--- config.mk ---
export PLATFORM = sky130hd
export DESIGN_NAME = key_matrix_event_queue_unit
export DESIGN_NICKNAME = d
export VERILOG_FILES = /design/src/rtl/core/kmeq_pkg.sv /design/src/rtl/core/kmeq_ram.sv /design/src/rtl/core/kmeq_scanner.sv /design/src/rtl/core/key_matrix_event_queue_unit.sv
export SDC_FILE = /design/constraint.sdc
export NUM_CORES = 1
export LEC_CHECK = 0
export BUFFER_PORTS_ARGS = -buffer_cell sky130_fd_sc_hd__buf_2
export CORE_UTILIZATION = 60
export DETAILED_ROUTE_END_ITERATION = 16
export PLACE_DENSITY = 0.84
export SLEW_MARGIN = 20
export SYNTH_ARGS = -nofsm -noshare
export SYNTH_HDL_FRONTEND = slang
export SYNTH_SLANG_ARGS = --single-unit
--- constraint.sdc ---
create_clock -name aclk -period 11.9 [get_ports aclk]
set_input_delay 2.38 -clock aclk [delete_from_list [all_inputs] [get_ports aclk]]
set_output_delay 2.38 -clock aclk [all_outputs]
set_load 0.03 [all_outputs]
--- src/rtl/core/kmeq_pkg.sv ---
// Shared constants, payload types, keymap ROM and helper functions of the key matrix event queue.
package kmeq_pkg;

    localparam int unsigned RING_DEPTH_DEF  = 16;
    localparam int unsigned MATRIX_ROWS_DEF = 5;
    localparam int unsigned MATRIX_COLS_DEF = 5;

    localparam int unsigned FRAME_W     = 50;
    localparam int unsigned FRAME_LIMIT = 64;
    localparam int unsigned OP_W        = 2;
    localparam int unsigned CODE_W      = 8;
    localparam int unsigned WAIT_W      = 4;
    localparam int unsigned CFG_IDX_W   = 1;
    localparam int unsigned CFG_DATA_W  = 1;

    localparam int unsigned ROM_ROWS      = 5;
    localparam int unsigned ROM_COLS      = 5;
    localparam int unsigned SHIFT_KEY_ROW = 3;
    localparam int unsigned SHIFT_KEY_COL = 0;

    localparam logic [OP_W-1:0] OP_SCAN  = 2'd0;
    localparam logic [OP_W-1:0] OP_CLEAR = 2'd1;
    localparam logic [OP_W-1:0] OP_READ  = 2'd2;

    localparam logic [CFG_IDX_W-1:0] CFG_LEFT_PRESENT  = 1'd0;
    localparam logic [CFG_IDX_W-1:0] CFG_RIGHT_PRESENT = 1'd1;

    localparam logic [CODE_W-1:0] CODE_NOP    = 8'h00;
    localparam logic [CODE_W-1:0] CODE_SHIFT  = 8'h01;
    localparam logic [CODE_W-1:0] CASE_OFFSET = 8'h20;
    localparam logic [CODE_W-1:0] LOWER_A     = 8'h61;
    localparam logic [CODE_W-1:0] LOWER_Z     = 8'h7a;

    localparam logic [CODE_W-1:0] KEYMAP [2][ROM_ROWS][ROM_COLS] = '{
        '{
            '{8'h31, 8'h32, 8'h33, 8'h34, 8'h35},
            '{8'h71, 8'h77, 8'h65, 8'h72, 8'h74},
            '{8'h61, 8'h73, 8'h64, 8'h66, 8'h67},
            '{CODE_SHIFT, 8'h7a, 8'h78, 8'h63, 8'h76},
            '{CODE_NOP, 8'h09, CODE_NOP, 8'h2c, 8'h20}
        },
        '{
            '{8'h36, 8'h37, 8'h38, 8'h39, 8'h30},
            '{8'h79, 8'h75, 8'h69, 8'h6f, 8'h70},
            '{8'h68, 8'h6a, 8'h6b, 8'h6c, 8'h08},
            '{8'h62, 8'h6e, 8'h6d, CODE_NOP, 8'h0d},
            '{CODE_NOP, 8'h2e, CODE_NOP, 8'h23, CODE_NOP}
        }
    };

    typedef struct packed {
        logic [OP_W-1:0]    op;
        logic [FRAME_W-1:0] scan_frame;
    } in_word_t;

    typedef struct packed {
        logic [CODE_W-1:0] key_code;
        logic              key_valid;
        logic [WAIT_W-1:0] keys_waiting;
    } out_word_t;

    typedef struct packed {
        logic start;
        logic clear;
        logic left_present;
        logic right_present;
    } scan_ctrl_t;

    typedef struct packed {
        logic              valid;
        logic [CODE_W-1:0] code;
    } push_t;

    function automatic logic [CODE_W-1:0] rom_code(logic half, logic [2:0] row,
                                                   logic [2:0] col);
        logic [CODE_W-1:0] code;
        code = CODE_NOP;
        if (row < 3'(ROM_ROWS) && col < 3'(ROM_COLS)) begin
            code = KEYMAP[half][row][col];
        end
        return code;
    endfunction

    function automatic logic frame_bit(logic [FRAME_W-1:0] frame, int unsigned idx);
        logic value;
        if (idx >= FRAME_LIMIT) begin
            value = 1'b1;
        end else if (idx >= FRAME_W) begin
            value = 1'b0;
        end else begin
            value = frame[idx];
        end
        return value;
    endfunction

endpackage

--- src/rtl/core/kmeq_ram.sv ---
// Generic single write port RAM with one registered read port.
module kmeq_ram #(
    parameter int unsigned WIDTH = kmeq_pkg::CODE_W,
    parameter int unsigned DEPTH = kmeq_pkg::RING_DEPTH_DEF
) (
    input  logic                     aclk,
    input  logic                     we,
    input  logic [$clog2(DEPTH)-1:0] waddr,
    input  logic [WIDTH-1:0]         wdata,
    input  logic [$clog2(DEPTH)-1:0] raddr,
    output logic [WIDTH-1:0]         rdata
);

    logic [WIDTH-1:0] mem_reg [DEPTH];

    always_ff @(posedge aclk) begin
        if (we) begin
            mem_reg[waddr] <= wdata;
        end
        rdata <= mem_reg[raddr];
    end

endmodule

--- src/rtl/core/kmeq_scanner.sv ---
// Key walker: steps through one key per cycle, tracks row history and emits new key codes.
module kmeq_scanner #(
    parameter int unsigned MATRIX_ROWS = kmeq_pkg::MATRIX_ROWS_DEF,
    parameter int unsigned MATRIX_COLS = kmeq_pkg::MATRIX_COLS_DEF
) (
    input  logic                         aclk,
    input  logic                         aresetn,
    input  kmeq_pkg::scan_ctrl_t         ctrl,
    input  logic [kmeq_pkg::FRAME_W-1:0] frame,
    output kmeq_pkg::push_t              push,
    output logic                         done
);

    localparam int unsigned NUM_ROWS  = 2 * MATRIX_ROWS;
    localparam int unsigned NUM_KEYS  = NUM_ROWS * MATRIX_COLS;
    localparam int unsigned ROW_W     = $clog2(NUM_ROWS);
    localparam int unsigned COL_W     = (MATRIX_COLS > 1) ? $clog2(MATRIX_COLS) : 1;
    localparam int unsigned KEY_W     = $clog2(NUM_KEYS);
    localparam int unsigned SHIFT_IDX = kmeq_pkg::SHIFT_KEY_ROW * MATRIX_COLS +
                                        kmeq_pkg::SHIFT_KEY_COL;
    localparam bit          SHIFT_OK  = (kmeq_pkg::SHIFT_KEY_ROW < MATRIX_ROWS) &&
                                        (kmeq_pkg::SHIFT_KEY_COL < MATRIX_COLS);

    typedef enum logic [1:0] {
        SC_IDLE = 2'b01,
        SC_WALK = 2'b10
    } scan_state_t;

    scan_state_t                   state_reg;
    logic [kmeq_pkg::FRAME_W-1:0]  frame_sr_reg;
    logic [KEY_W-1:0]              key_reg;
    logic [ROW_W-1:0]              row_reg;
    logic [COL_W-1:0]              col_reg;
    logic [MATRIX_COLS-1:0]        now_reg;
    logic                          shift_reg;
    logic [MATRIX_COLS-1:0]        prev_rows_reg [NUM_ROWS];

    logic                          walk;
    logic                          half;
    logic [ROW_W-1:0]              row_in_half;
    logic                          present;
    logic                          cur;
    logic                          old;
    logic [kmeq_pkg::CODE_W-1:0]   raw_code;
    logic                          is_lower;
    logic [MATRIX_COLS-1:0]        now_full;
    logic                          last_col;
    logic                          last_key;

    assign walk        = (state_reg == SC_WALK);
    assign half        = (row_reg >= ROW_W'(MATRIX_ROWS));
    assign row_in_half = half ? (row_reg - ROW_W'(MATRIX_ROWS)) : row_reg;
    assign present     = half ? ctrl.right_present : ctrl.left_present;
    assign cur         = (32'(key_reg) >= kmeq_pkg::FRAME_LIMIT) ? 1'b1 : frame_sr_reg[0];
    assign old         = prev_rows_reg[row_reg][col_reg];
    assign raw_code    = kmeq_pkg::rom_code(half, 3'(row_in_half), 3'(col_reg));
    assign is_lower    = (raw_code >= kmeq_pkg::LOWER_A) && (raw_code <= kmeq_pkg::LOWER_Z);
    assign last_col    = (col_reg == COL_W'(MATRIX_COLS - 1));
    assign last_key    = (key_reg == KEY_W'(NUM_KEYS - 1));

    always_comb begin
        now_full          = now_reg;
        now_full[col_reg] = cur;
    end

    assign push.valid = walk && present && !cur && old &&
                        (raw_code != kmeq_pkg::CODE_NOP) && (raw_code != kmeq_pkg::CODE_SHIFT);
    assign push.code  = (shift_reg && is_lower) ? (raw_code - kmeq_pkg::CASE_OFFSET) : raw_code;
    assign done       = walk && last_key;

    always_ff @(posedge aclk) begin
        if (!aresetn) begin
            state_reg <= SC_IDLE;
            key_reg   <= '0;
            row_reg   <= '0;
            col_reg   <= '0;
            for (int i = 0; i < NUM_ROWS; i++) begin
                prev_rows_reg[i] <= '1;
            end
        end else begin
            case (state_reg)
                SC_IDLE: begin
                    if (ctrl.start) begin
                        frame_sr_reg <= frame;
                        shift_reg    <= SHIFT_OK && ctrl.left_present &&
                                        !kmeq_pkg::frame_bit(frame, SHIFT_IDX);
                        key_reg      <= '0;
                        row_reg      <= '0;
                        col_reg      <= '0;
                        now_reg      <= '0;
                        state_reg    <= SC_WALK;
                    end
                end
                SC_WALK: begin
                    frame_sr_reg <= frame_sr_reg >> 1;
                    key_reg      <= key_reg + 1'b1;
                    if (last_col) begin
                        if (present) begin
                            prev_rows_reg[row_reg] <= now_full;
                        end
                        now_reg <= '0;
                        col_reg <= '0;
                        row_reg <= row_reg + 1'b1;
                    end else begin
                        now_reg <= now_full;
                        col_reg <= col_reg + 1'b1;
                    end
                    if (last_key) begin
                        state_reg <= SC_IDLE;
                    end
                end
                default: begin
                    state_reg <= SC_IDLE;
                end
            endcase
            if (ctrl.clear) begin
                for (int i = 0; i < NUM_ROWS; i++) begin
                    prev_rows_reg[i] <= '1;
                end
            end
        end
    end

endmodule

--- src/rtl/core/key_matrix_event_queue_unit.sv ---
// Top level of the key matrix event queue: handshake, sequencer, key ring and result register.
// A scan word is handled by the key walker, which visits all 2*MATRIX_ROWS*MATRIX_COLS keys,
// one key per cycle, before the sequencer moves on to ST_FINISH.
// A read word of a non-empty ring takes one ring RAM read in ST_READ; other non-scan words skip it.
// One word is in work at a time; the result register lets the next word enter while it waits.
// Synchronous active-low reset releases all keys and empties the ring; ring contents stay undefined.
module key_matrix_event_queue_unit #(
    parameter int unsigned RING_DEPTH  = kmeq_pkg::RING_DEPTH_DEF,
    parameter int unsigned MATRIX_ROWS = kmeq_pkg::MATRIX_ROWS_DEF,
    parameter int unsigned MATRIX_COLS = kmeq_pkg::MATRIX_COLS_DEF
) (
    input  logic                            aclk,
    input  logic                            aresetn,
    input  logic                            cfg_we,
    input  logic [kmeq_pkg::CFG_IDX_W-1:0]  cfg_index,
    input  logic [kmeq_pkg::CFG_DATA_W-1:0] cfg_wdata,
    input  logic                            s_valid,
    output logic                            s_ready,
    input  kmeq_pkg::in_word_t              s_payload,
    output logic                            m_valid,
    input  logic                            m_ready,
    output kmeq_pkg::out_word_t             m_payload
);

    localparam int unsigned PTR_W  = $clog2(RING_DEPTH);
    localparam int unsigned HELD_W = PTR_W + 1;

    typedef enum logic [3:0] {
        ST_IDLE   = 4'b0001,
        ST_SCAN   = 4'b0010,
        ST_READ   = 4'b0100,
        ST_FINISH = 4'b1000
    } state_t;

    state_t                       state_reg;
    logic                         left_reg;
    logic                         right_reg;
    logic [PTR_W-1:0]             head_reg;
    logic [PTR_W-1:0]             tail_reg;
    logic [kmeq_pkg::CODE_W-1:0]  res_code_reg;
    logic                         res_valid_reg;
    logic                         m_valid_reg;
    kmeq_pkg::out_word_t          m_payload_reg;

    logic                         accept;
    logic [PTR_W-1:0]             head_next;
    logic [PTR_W-1:0]             tail_next;
    logic                         ring_full;
    logic                         ring_empty;
    logic                         do_push;
    logic [HELD_W-1:0]            held;
    logic [kmeq_pkg::CODE_W-1:0]  ring_rdata;
    kmeq_pkg::scan_ctrl_t         scan_ctrl;
    kmeq_pkg::push_t              push;
    logic                         scan_done;

    assign s_ready    = (state_reg == ST_IDLE);
    assign accept     = s_valid && s_ready;
    assign head_next  = (head_reg == PTR_W'(RING_DEPTH - 1)) ? '0 : (head_reg + 1'b1);
    assign tail_next  = (tail_reg == PTR_W'(RING_DEPTH - 1)) ? '0 : (tail_reg + 1'b1);
    assign ring_full  = (head_next == tail_reg);
    assign ring_empty = (head_reg == tail_reg);
    assign do_push    = push.valid && !ring_full;
    assign held       = (head_reg >= tail_reg) ?
                        ({1'b0, head_reg} - {1'b0, tail_reg}) :
                        ({1'b0, head_reg} + HELD_W'(RING_DEPTH) - {1'b0, tail_reg});

    assign scan_ctrl.start         = accept && (s_payload.op == kmeq_pkg::OP_SCAN);
    assign scan_ctrl.clear         = accept && (s_payload.op == kmeq_pkg::OP_CLEAR);
    assign scan_ctrl.left_present  = left_reg;
    assign scan_ctrl.right_present = right_reg;

    assign m_valid   = m_valid_reg;
    assign m_payload = m_payload_reg;

    kmeq_scanner #(
        .MATRIX_ROWS(MATRIX_ROWS),
        .MATRIX_COLS(MATRIX_COLS)
    ) u_scanner (
        .aclk    (aclk),
        .aresetn (aresetn),
        .ctrl    (scan_ctrl),
        .frame   (s_payload.scan_frame),
        .push    (push),
        .done    (scan_done)
    );

    kmeq_ram #(
        .WIDTH(kmeq_pkg::CODE_W),
        .DEPTH(RING_DEPTH)
    ) u_ring (
        .aclk  (aclk),
        .we    (do_push),
        .waddr (head_reg),
        .wdata (push.code),
        .raddr (tail_reg),
        .rdata (ring_rdata)
    );

    always_ff @(posedge aclk) begin
        if (!aresetn) begin
            state_reg   <= ST_IDLE;
            left_reg    <= 1'b0;
            right_reg   <= 1'b0;
            head_reg    <= '0;
            tail_reg    <= '0;
            m_valid_reg <= 1'b0;
        end else begin
            if (cfg_we) begin
                case (cfg_index)
                    kmeq_pkg::CFG_LEFT_PRESENT:  left_reg  <= cfg_wdata[0];
                    kmeq_pkg::CFG_RIGHT_PRESENT: right_reg <= cfg_wdata[0];
                    default: ;
                endcase
            end
            if (do_push) begin
                head_reg <= head_next;
            end
            if (m_valid_reg && m_ready && (state_reg != ST_FINISH)) begin
                m_valid_reg <= 1'b0;
            end
            case (state_reg)
                ST_IDLE: begin
                    if (accept) begin
                        res_code_reg  <= kmeq_pkg::CODE_NOP;
                        res_valid_reg <= 1'b0;
                        case (s_payload.op)
                            kmeq_pkg::OP_SCAN: begin
                                state_reg <= ST_SCAN;
                            end
                            kmeq_pkg::OP_CLEAR: begin
                                head_reg  <= '0;
                                tail_reg  <= '0;
                                state_reg <= ST_FINISH;
                            end
                            kmeq_pkg::OP_READ: begin
                                state_reg <= ring_empty ? ST_FINISH : ST_READ;
                            end
                            default: begin
                                state_reg <= ST_FINISH;
                            end
                        endcase
                    end
                end
                ST_SCAN: begin
                    if (scan_done) begin
                        state_reg <= ST_FINISH;
                    end
                end
                ST_READ: begin
                    res_code_reg  <= ring_rdata;
                    res_valid_reg <= 1'b1;
                    tail_reg      <= tail_next;
                    state_reg     <= ST_FINISH;
                end
                ST_FINISH: begin
                    if (!m_valid_reg || m_ready) begin
                        m_valid_reg                <= 1'b1;
                        m_payload_reg.key_code     <= res_code_reg;
                        m_payload_reg.key_valid    <= res_valid_reg;
                        m_payload_reg.keys_waiting <= kmeq_pkg::WAIT_W'(held);
                        state_reg                  <= ST_IDLE;
                    end
                end
                default: begin
                    state_reg <= ST_IDLE;
                end
            endcase
        end
    end

endmodule

# [After elaboration in Yosys (flattened, before gate mapping)]
# Memory sizes are Yosys's and may differ from the RTL's. A register that Yosys moved wholly into a read port is not among the register bits.
# Cells that the tools add are included.
[totals] reg_bits=108 latch_bits=0 ramBits=178 mem_bits_ro=0 in_bits=59 out_inout_bits=15 elab_cells=238 memories=2
[op_classes] add_sub_neg=10 n_mul=0 div=0 magnitude_cmp=11 eq_ne=33 shifts=0 muxes=83 bitwise=44 reduce_logical=37
[mem_list] memory="u_ring.mem_reg" depth=16 word_bits=8 read_ports=1 rd_clocked_by_memory_dff=1 wr=1 line="kmeq_ram.sv:14" source="logic [WIDTH-1:0] mem_reg [DEPTH];"
[mem_list] memory="u_scanner.prev_rows_reg" depth=10 word_bits=5 read_ports=1 rd_clocked_by_memory_dff=1 wr=11 line="kmeq_scanner.sv:36" source="logic [MATRIX_COLS-1:0] prev_rows_reg [NUM_ROWS];"
[op_table] op="$mux W200" n=2
[op_table] op="$mux W195" n=1
[op_table] op="$bmux W40 S3" n=1
[op_table] op="$pmux W50 S2" n=1
[op_table] op="$mux W40" n=2
[op_table] op="$mux W4" n=17
[op_table] op="$mux W5" n=12
[op_table] op="$eq A4 B4 Y1 const B" n=13
[op_table] op="$mux W50" n=1
[op_table] op="$mux W8" n=5
[op_table] op="$bmux W8 S3" n=1
[op_table] op="$pmux W4 S2" n=3
[op_table] op="$mux W1" n=21
[op_table] op="$reduce_and A3 Y1" n=7
[op_table] op="$and A1 B1 Y1" n=20
[op_table] op="$logic_and A1 B1 Y1" n=17
[op_table] op="$add A4 B1 Y4 const B" n=4
[op_table] op="$pmux W4 S4" n=1
[op_table] op="$pmux W8 S2" n=1
[op_table] op="$pmux W6 S2" n=1
[op_table] op="$not A1 Y1" n=11
[op_table] op="$ne A2 B2 Y1 const B" n=5
[op_table] op="$or A1 B1 Y1" n=10
[op_table] op="$pmux W5 S2" n=1
[op_table] op="42 further kinds" n=60

# [Depth between registers and ports, before layout]
# Gate-level depths: netlist of run 1.
[depth] depth_word=20 mapped_depth=15 depth_no_buf=14

# [Hierarchy]
# Synthesis of run 1 repeated with hierarchy kept, for this count alone.
[unflattened] cells_unflattened=1086 area_unflattened_um2=14665.3
[modules_own_cells] module="kmeq_scanner" n_inst=1 cells_each=704 area_per_inst_um2=7787.5 seq_area_each_um2=4464.3
[modules_own_cells] module="kmeq_ram" n_inst=1 cells_each=229 area_per_inst_um2=5147.4 seq_area_each_um2=4003.8
[modules_own_cells] module="key_matrix_event_queue_unit" n_inst=1 cells_each=153 area_per_inst_um2=1730.4 seq_area_each_um2=960.9

# [Worst setup path after synthesis of run 1]
# No wires, ideal clock.
[synth_path] kind="input to register" from="in s_valid" to="reg u_scanner.state_reg[0]" setup_ns=0.237 arrival_time_ns=4.828 required_ns=11.663 slack_ns=6.835 stages=6 path_buffers=1 path_cell_list="nand2_1 or4_1 clkbuf_1 nand2_1 and2_1 o21ai_0"
[synth_via] elab_chain_cells=4
[synth_rtl] element="start, declared" line="key_matrix_event_queue_unit.sv:17" source="input logic s_valid,"
[synth_rtl] element="$logic_and A1 B1 Y1" line="key_matrix_event_queue_unit.sv:58" source="assign accept = s_valid && s_ready;"
[synth_rtl] element="$logic_and A1 B1 Y1" line="key_matrix_event_queue_unit.sv:68" source="assign scan_ctrl.start = accept && (s_payload.op == kmeq_pkg::OP_SCAN);"
[synth_rtl] element="$ne A2 B2 Y1 (no source line)"
[synth_rtl] element="$reduce_and A2 Y1 (no source line)"
[synth_rtl] element="end signal, assigned" line="kmeq_scanner.sv:91" source="state_reg <= SC_WALK;"
[synth_rtl] element="end signal, assigned" line="kmeq_scanner.sv:109" source="state_reg <= SC_IDLE;"
[synth_rtl] element="end signal, assigned" line="kmeq_scanner.sv:113" source="state_reg <= SC_IDLE;"
[synth_rtl] element="end, declared" line="kmeq_scanner.sv:29" source="scan_state_t state_reg;"
# Every way passes these cells.
# A chain may end at the register's enable or synchronous reset.

# [Final worst setup path of run 1]
[layout_path] from="reg u_scanner.row_reg[0]" to="mem u_ring.mem_reg[1][0] in the netlist's numbering (enable)"
[layout_via] elab_chain_cells=18 word_cells_on_any_way=28 cone_classes="add/sub: 1; order compare: 2; eq/ne: 1; mux: 14; bitwise: 2; reduce/logical: 8"
[layout_rtl] element="start, declared" line="kmeq_scanner.sv:32" source="logic [ROW_W-1:0] row_reg;"
[layout_rtl] element="start signal, assigned" line="kmeq_scanner.sv:103" source="row_reg <= row_reg + 1'b1;"
[layout_rtl] element="$ge A4 B3 Y1" line="kmeq_scanner.sv:51" source="assign half = (row_reg >= ROW_W'(MATRIX_ROWS));"
[layout_rtl] element="$not A1 Y2 (implied by the code)" line="kmeq_pkg.sv:79" source="code = KEYMAP[half][row][col];"
[layout_rtl] element="$mux W195 (implied by the code)" line="kmeq_pkg.sv:79"
[layout_rtl] element="$mux W200 (implied by the code) (2 in a row)" line="kmeq_pkg.sv:79"
[layout_rtl] element="$bmux W40 S3" line="kmeq_pkg.sv:79"
[layout_rtl] element="$mux W40 (implied by the code) (2 in a row)" line="kmeq_pkg.sv:79"
[layout_rtl] element="$bmux W8 S3" line="kmeq_pkg.sv:79"
[layout_rtl] element="$mux W8 (implied by the code) (2 in a row)" line="kmeq_pkg.sv:79"
[layout_rtl] element="$mux W8" line="kmeq_pkg.sv:78" source="if (row < 3'(ROM_ROWS) && col < 3'(ROM_COLS)) begin"
[layout_rtl] element="$reduce_bool A8 Y1" line="kmeq_scanner.sv:67" source="(raw_code != kmeq_pkg::CODE_NOP) && (raw_code != kmeq_pkg::CODE_SHIFT);"
[layout_rtl] element="$logic_and A1 B1 Y1" line="kmeq_scanner.sv:66" source="assign push.valid = walk && present && !cur && old &&"
[layout_rtl] element="$logic_and A1 B1 Y1 (*)" line="kmeq_scanner.sv:67"
[layout_rtl] element="$logic_and A1 B1 Y1 (*)" line="key_matrix_event_queue_unit.sv:63" source="assign do_push = push.valid && !ring_full;"
[layout_rtl] element="$mux W1 (*)" line="kmeq_ram.sv:17" source="if (we) begin"
[layout_rtl] element="$mux W1 (implied by the code) (*)" line="kmeq_ram.sv:18" source="mem_reg[waddr] <= wdata;"
[layout_rtl] element="end, declared" line="kmeq_ram.sv:14"
# Every way passes the cells marked *; elsewhere a longest branch is shown, timed or not. The select of a mux whose other input is x is not followed.

==> key figures, run 1 <==
Logic synthesis
  – Synth area leaders: edfxtp_1, mux4_2, nand2_1, dfxtp_1, ha_1
  – #FFs+latches synth: 328
  – Synth Warn #: 0
  – Area leader, netlist: edfxtp_1
  – Syn_nets: between 1000 and 1500
  – EDFF count, synth: ~290
  – Synth Cell Area: 14600 um2
  – Count leader, synth: edfxtp_1
  – Fraction of registers with async set/reset: 0%
  – Unique masters post-synth: 80
  – Register area share after synthesis: 64.5%
  – Synth top area share: 58.8%
  – Ys flop type: edfxtp_1
  – Synth cell count leaders: edfxtp_1, nand2_1, mux4_2
  – Mapped Cells: 1097
  – Syn_area_per_cell: 13.3 um2

STA
  – Slew margin rel.: a little over a third
  – Final Hold Vio Count: 0
  – Final-report max-slew violation count: 0
  – Post-route setup TNS: 0 ps
  – RSZ-0062 raised after global routing: false
  – # setup viols final: 0
  – Hold_ws: 417 ps
  – Clock Skews: 19.3 ps
  – Final period utilization: a little over two fifths
  – F_max: 0.191 GHz
  – Min Clock Period, post-route: 5230 ps
  – Worst slew pin tran: 970 ps

Critical path
  – CP Max Fanout: 19
  – Crit path DAT: 5380 ps
  – CP max stage delay: 750 ps
  – Most used cell, CP: nand2_1
  – Crit-path cells: inv_1 > ha_1 > nand2_1 > nand2_1 > or4_1 > a221o_1 > a311oi_4 > nor2_2 > a31oi_4 > and3_1
  – FF-to-FF path depth: 10
  – Critical Path Sink Type: flop
  – Flop2flop setup slack: 6670 ps
  – Reg-to-reg startpoint: u_scanner.row_reg[0]$_SDFFE_PN0P_
  – Worst setup SP type: flop
  – Crit path required time: 12050 ps
  – Critical setup path kind: reg2reg
  – Worst reg2reg path endpoint: u_ring.mem_reg[1][0]$_DFFE_PP_
  – Slowest library cell on the worst path: a311oi_4

Power and ir drop
  – Pwr Total: 2.31 mW
  – Worst vdd ir: 0.000118 V
  – Leakage: 5.54 nW
  – Pwr dens: 141 nW/um2

Routing
  – Initial DRC Count: 1086
  – Routed WL: 32.6 mm
  – Via count: 9382
  – Final ANT Viol Nets: 0
  – Routed len/inst: between 20 and 25 um
  – Via density: 6.23
  – Remaining DRCs: 0
  – DR pass1 iterations: 5

Clock tree
  – Clock sinks: 328
  – Cts bufs inserted: 34
  – CTS Hold Bufs: 0
  – Clock Latency Late Sink: approximately 520 ps
  – CTS tree: built
  – Clock buffer depth: 3
  – Clock-pin transition on the worst setup and hold timing paths: 50 ps
  – Root Driver: clkbuf_16
  – H-tree Lvls: 2
  – PostCTS Resize Cnt: 0
  – Setup repair bufs after CTS: 0

Floorplan
  – Die span in x: 158 um
  – Die area: 25000 um2
  – Core ar.: 23700 um2
  – IO Count: 74
  – Die Span Y: ~160 um
  – # rows: 56
  – Initial Util: 61.7%

Final layout
  – Finished Cell Area: around 16000 um2
  – Post-Route Utilization: 69.0%
  – Largest register FFs: around 130
  – NumNets Final: 1245
  – Post-synthesis to final-layout area growth: 11.9%
  – Share of post-route cells with drive strength above 1: 18.1%

Min path
  – Worst hold path cell count: 0
  – HP Class: reg2reg
  – Hold endpoint: m_payload[4]$_DFFE_PP_
  – Min-delay src: res_valid_reg$_DFFE_PP_

Placed design
  – Area after DPL: 15300 um2
  – IO Port Bufs: 73
  – GP Congestion: 0.918
  – HPWL Detailed: 21.2 mm

Status
  – Status: complete, no violations

GRT
  – GRT Total Usage: 27.5%
  – Via count of the first global-routing pass: 9126
  – Antenna violations before repair: 0
  – First-pass GRT wire length: around 51 mm
  – Grt ovf: 0
  – Largest net degree at the start of global routing: 63

Run
  – MaxCap Viol Count: 0
stage by stage:
stage                     setup WS [ps]  cells
after floorplan                    6830   1097
after global placement             6610   1444
after detailed placement           6320   1444
after CTS                          6270   1506
after global routing               6460   1506
final                              6670   1507
power by group:
part / internal [mW] / switching [mW] / total [mW]
clock: 0.587 / 0.421 / 1.01
combinational: 0.0188 / 0.0333 / 0.0521
sequential: 1.25 / 0.00305 / 1.25
total: 1.86 / 0.457 / 2.31
critical path: cells and delay by family (launching register included):
| family | cells | cell delay, ps |
|---|---|---|
| AOI/OAI and AO/OA | 3 | 1620 |
| adders and majority gates | 1 | 430 |
| buffers and inverters | 1 | 250 |
| DFF | 1 | 630 |
| and+or+nand+nor | 5 | 1900 |
cell type report:
class,count,area (um2)
multi-input combinational,677,4870
clock buffer,53,932
sequential,328,9430
tap,319,399
antenna,1,2.50
inverter,31,116
clock inverter,9,115
fill,1656,7330
timing repair buffer,89,485
metal layers:
metal  routed length [um]  share of wire (%)  track usage (%)
met1                12400                 38             36.6
met2                15700                 48             44.5
met3                 3210                9.8             5.58
met4                 1280                3.9             11.2
met5                    0                  0                0
placed cells by master (no fill, tap or decap), types with 7 or more instances in the layout:
cell | netlist | routed
and3_1 | 17 | 17
nand3_1 | 17 | 17
nor2b_1 | 16 | 15
and2_1 | 23 | 22
nor2_1 | 51 | 51
mux4_2 | 55 | 55
xnor2_1 | 8 | 8
ha_1 | 24 | 24
nor3_1 | 12 | 11
o21ai_0 | 30 | 30
inv_1 | 29 | 29
nand2_1 | 244 | 244
mux2i_1 | 24 | 24
a21oi_1 | 17 | 17
clkbuf_16 | 0 | 34
nand2b_1 | 8 | 7
buf_4 | 1 | 16
edfxtp_1 | 286 | 286
clkbuf_1 | 43 | 18
buf_2 | 10 | 73
dfxtp_1 | 42 | 41
worst max-delay path by stage:
stage / cells after the start / slack [ps] / from / to
after floorplan: 6 / 6830 / s_valid / u_scanner.state_reg[0]$_SDFFE_PN1P_
after global placement: 10 / 6610 / u_scanner.row_reg[0]$_SDFFE_PN0P_ / u_ring.mem_reg[3][1]$_DFFE_PP_
after detailed placement: 10 / 6320 / u_scanner.row_reg[0]$_SDFFE_PN0P_ / u_ring.mem_reg[3][4]$_DFFE_PP_
after CTS: 10 / 6270 / u_scanner.row_reg[0]$_SDFFE_PN0P_ / u_ring.mem_reg[3][4]$_DFFE_PP_
after global routing: 13 / 6460 / u_scanner.row_reg[0]$_SDFFE_PN0P_ / u_ring.mem_reg[11][4]$_DFFE_PP_
final: 10 / 6670 / u_scanner.row_reg[0]$_SDFFE_PN0P_ / u_ring.mem_reg[1][0]$_DFFE_PP_
cells by family after synthesis:
logic type                 after synthesis  synth area share, %
DFF                                    328                 64.5
and+or+nand+nor                        433                 13.6
AOI/OAI and AO/OA                      122                 5.85
muxes                                   85                 10.6
buffers and inverters                   92                 2.47
xor gates and xnor gates                12                0.719
adders and majority gates               25                 2.19
Power figures use the tool's default switching activity.
==> run 2, diff against run 1 <==
==> constraint.sdc (replaced) <==
create_clock -name aclk -period 5 [get_ports aclk]
set_input_delay 1 -clock aclk [delete_from_list [all_inputs] [get_ports aclk]]
set_output_delay 1 -clock aclk [all_outputs]
set_load 0.03 [all_outputs]
==> key figures, run 2 (synthesis gave the netlist of run 1 again) <==
Status
  – Status: complete, no violations

Final layout
  – Post-synthesis to final-layout area growth: 13.0%
  – Share of post-route cells with drive strength above 1: 19.4% (+1.3 points)
  – Post-Route Utilization: 69.7% (+0.69 points)
  – Multi-input logic area: 4840 um2 (-0.59%)
  – Layout fillers: 1614 (-2.5%)
  – Largest register FFs: 128 (unchanged)
  – Most frequent cells in the layout: edfxtp_1, nand2_1, buf_2
  – Finished Cell Area: 16500 um2 (+1.0%)
  – NumNets Final: 1254 (+0.72%)
  – Reg area: 9430 um2 (unchanged)
  – Layout Cells excl Fill: 1516 (+0.60%)
  – Most common cell after layout, fill and taps aside: edfxtp_1

STA
  – Final period utilization: 90.4% (+46 points)
  – Slew margin rel.: 35.5% (+0.20 points)
  – Post-route setup TNS: 0 ps (unchanged)
  – Final Hold Vio Count: 0 (unchanged)
  – # setup viols final: 0 (unchanged)
  – Worst slew pin tran: 967 ps (-3.02 ps)
  – Clock Skews: 34.2 ps (+15.0 ps)
  – RSZ-0062 raised after global routing: false
  – Min Clock Period, post-route: 4520 ps (-707 ps)
  – Final-report max-slew violation count: 0 (unchanged)
  – F_max: 0.221 GHz (+16%)

Placed design
  – HPWL Detailed: 21.5 mm (+1.3%)
  – GP Congestion: 0.955 (+4.0%)
  – DP Cell Count: 1453 (+0.62%)
  – IO Port Bufs: 73 (unchanged)
  – Area after DPL: 15300 um2 (+0.44%)

Power and ir drop
  – P_int: 4.62 mW (+150%)
  – Leakage: 5.63 nW (+1.7%)
  – Sw Share: 19.7% (-0.095 points)
  – Clock Power Share: 46.0% (+2.4 points)
  – Pwr Total: 5.75 mW (+150%)
  – Pwr dens: 348 nW/um2 (+150%)
  – Reg power frac: 51.8% (-2.4 points)
  – Comb pwr share: 2.1% (-0.2 points)
  – Worst vdd ir: 0.000249 V (+110%)
  – Switch Pwr: 1.13 mW (+150%)

Routing
  – Initial DRC Count: 1086 (unchanged)
  – Via density: 6.17 (-0.92%)
  – DR pass1 iterations: 5 (unchanged)
  – Routed len/inst: 22.1 um (+2.4%)
  – Remaining DRCs: 0 (unchanged)
  – Routed WL: 33.6 mm (+3.0%)
  – Final ANT Viol Nets: 0 (unchanged)
  – Via count: 9351 (-0.33%)

Floorplan
  – Die area: 25000 um2 (unchanged)
  – Die span in x: 158 um (unchanged)
  – # rows: 56 (unchanged)
  – Die Span Y: 158 um (unchanged)
  – Core ar.: 23700 um2 (unchanged)
  – IO Count: 74 (unchanged)
  – Initial Util: 61.7% (unchanged)

Clock tree
  – Cts bufs inserted: 34 (unchanged)
  – CTS tree: built
  – H-tree Lvls: 2 (unchanged)
  – Root Driver: clkbuf_16
  – Clock sinks: 328 (unchanged)
  – Setup repair bufs after CTS: 0 (unchanged)
  – Clock Latency Late Sink: 530 ps (about the same)
  – Clock buffer depth: 3 (unchanged)
  – CTS Hold Bufs: 0 (unchanged)
  – Clock-pin transition on the worst setup and hold timing paths: 60 ps (about the same)
  – PostCTS Resize Cnt: 0 (unchanged)

Critical path
  – Crit path required time: 5150 ps (-6900 ps)
  – Critical setup path kind: reg2reg
  – Flop2flop setup slack: 480 ps (-6190 ps)
  – Critical Path Sink Type: flop
  – FF-to-FF path depth: 13 (+3)
  – Worst reg2reg path endpoint: u_ring.mem_reg[0][0]$_DFFE_PP_
  – Crit path DAT: 4670 ps (-710 ps)
  – CP Max Fanout: 19 (unchanged)
  – Worst setup SP type: flop
  – Reg-to-reg startpoint: u_scanner.row_reg[1]$_SDFFE_PN0P_

GRT
  – Grt ovf: 0 (unchanged)
  – GRT Total Usage: 28.3% (+0.78 points)
  – Antenna violations before repair: 3 (+3)
  – Gr busiest metal: met2
  – Largest net degree at the start of global routing: 62 (-1.6%)
  – GRT met1 Usage: 38.3% (+1.7 points)
  – Via count of the first global-routing pass: 9276 (+1.6%)
  – Global-route track usage on met2: 44.9% (+0.31 points)
  – GR Util met3: 6.60% (+1.0 points)
  – First-pass GRT wire length: 52.0 mm (+2.3%)

Run
  – MaxCap Viol Count: 0 (unchanged)

Min path
  – Hold endpoint: m_payload[8]$_DFFE_PP_
  – HP Class: reg2reg
  – Min-delay src: res_code_reg[3]$_SDFFCE_PN0P_
  – Worst hold path cell count: 0 (unchanged)
==> run 2: changes by cell type in the layout (fill, tap and decap cells not counted), moves of 2 or more <==
cell        previous run  this run
buf_4                 16        25
bufinv_16              2         6
a31oi_2                2         0
clkbuf_1              18         5
clkinvlp_4             0         3
a31oi_1                6         8
clkinv_2               1         5
==> run 2: power groups by stage <==
stage	registers (mW)	logic, mW	clock network (mW)
6_report	2.98	0.123	2.65
5_1_grt	2.98	0.137	2.78
4_1_cts	2.98	0.124	2.67
3_5_place_dp	3.04	0.123	0
3_3_place_gp	3.04	0.119	0
2_1_floorplan	3.04	0.0693	0
==> run 2: metal layers <==
metal  vias up  share of wire (%)
met1      4549                 40
met5         -              0.080
met4         4                3.1
met2       499                 48
met3        88                9.5
li1       4211                  -
==> run 2: through the flow <==
step / worst slack [ps] / hold slack [ps]
after detailed placement: 635 / 406
after global placement: 801 / 406
final: 482 / 418
after global routing: 250 / 442
after floorplan: 498 / 400
after CTS: 561 / 418
==> run 2: worst max-delay path: stages, from the launching register on <==
cell	delay, ps
dfxtp_1	430
inv_1	160
ha_1	470
nand2b_2	150
a21o_2	280
inv_2	160
ha_1	390
o211ai_1	170
a221o_1	360
nor4_2	150
buf_4	300
nor2_2	100
a31oi_4	500
and3_1	530
==> run 2: worst max path at each step <==
stage / startpoint / to / slack [ps] / cells past startpoint
after floorplan: u_scanner.row_reg[1]$_SDFFE_PN0P_ / u_ring.mem_reg[3][0]$_DFFE_PP_ / 500 / 14
after global placement: u_scanner.row_reg[1]$_SDFFE_PN0P_ / u_ring.mem_reg[0][5]$_DFFE_PP_ / 800 / 13
after detailed placement: u_scanner.row_reg[1]$_SDFFE_PN0P_ / u_ring.mem_reg[1][5]$_DFFE_PP_ / 640 / 13
after CTS: u_scanner.row_reg[1]$_SDFFE_PN0P_ / u_ring.mem_reg[0][0]$_DFFE_PP_ / 560 / 13
after global routing: u_scanner.row_reg[1]$_SDFFE_PN0P_ / u_ring.mem_reg[0][0]$_DFFE_PP_ / 250 / 13
final: u_scanner.row_reg[1]$_SDFFE_PN0P_ / u_ring.mem_reg[0][0]$_DFFE_PP_ / 480 / 13
==> run 2: final cells by class <==
| type | instances | area share (%) |
|---|---|---|
| inverter | 31 | 0.705 |
| clock inverter | 20 | 1.65 |
| antenna | 2 | 0.0303 |
| tap | 319 | 2.42 |
| multi-input combinational | 677 | 29.3 |
| timing repair buffer | 98 | 3.35 |
| sequential | 328 | 57.1 |
| clock buffer | 41 | 5.43 |
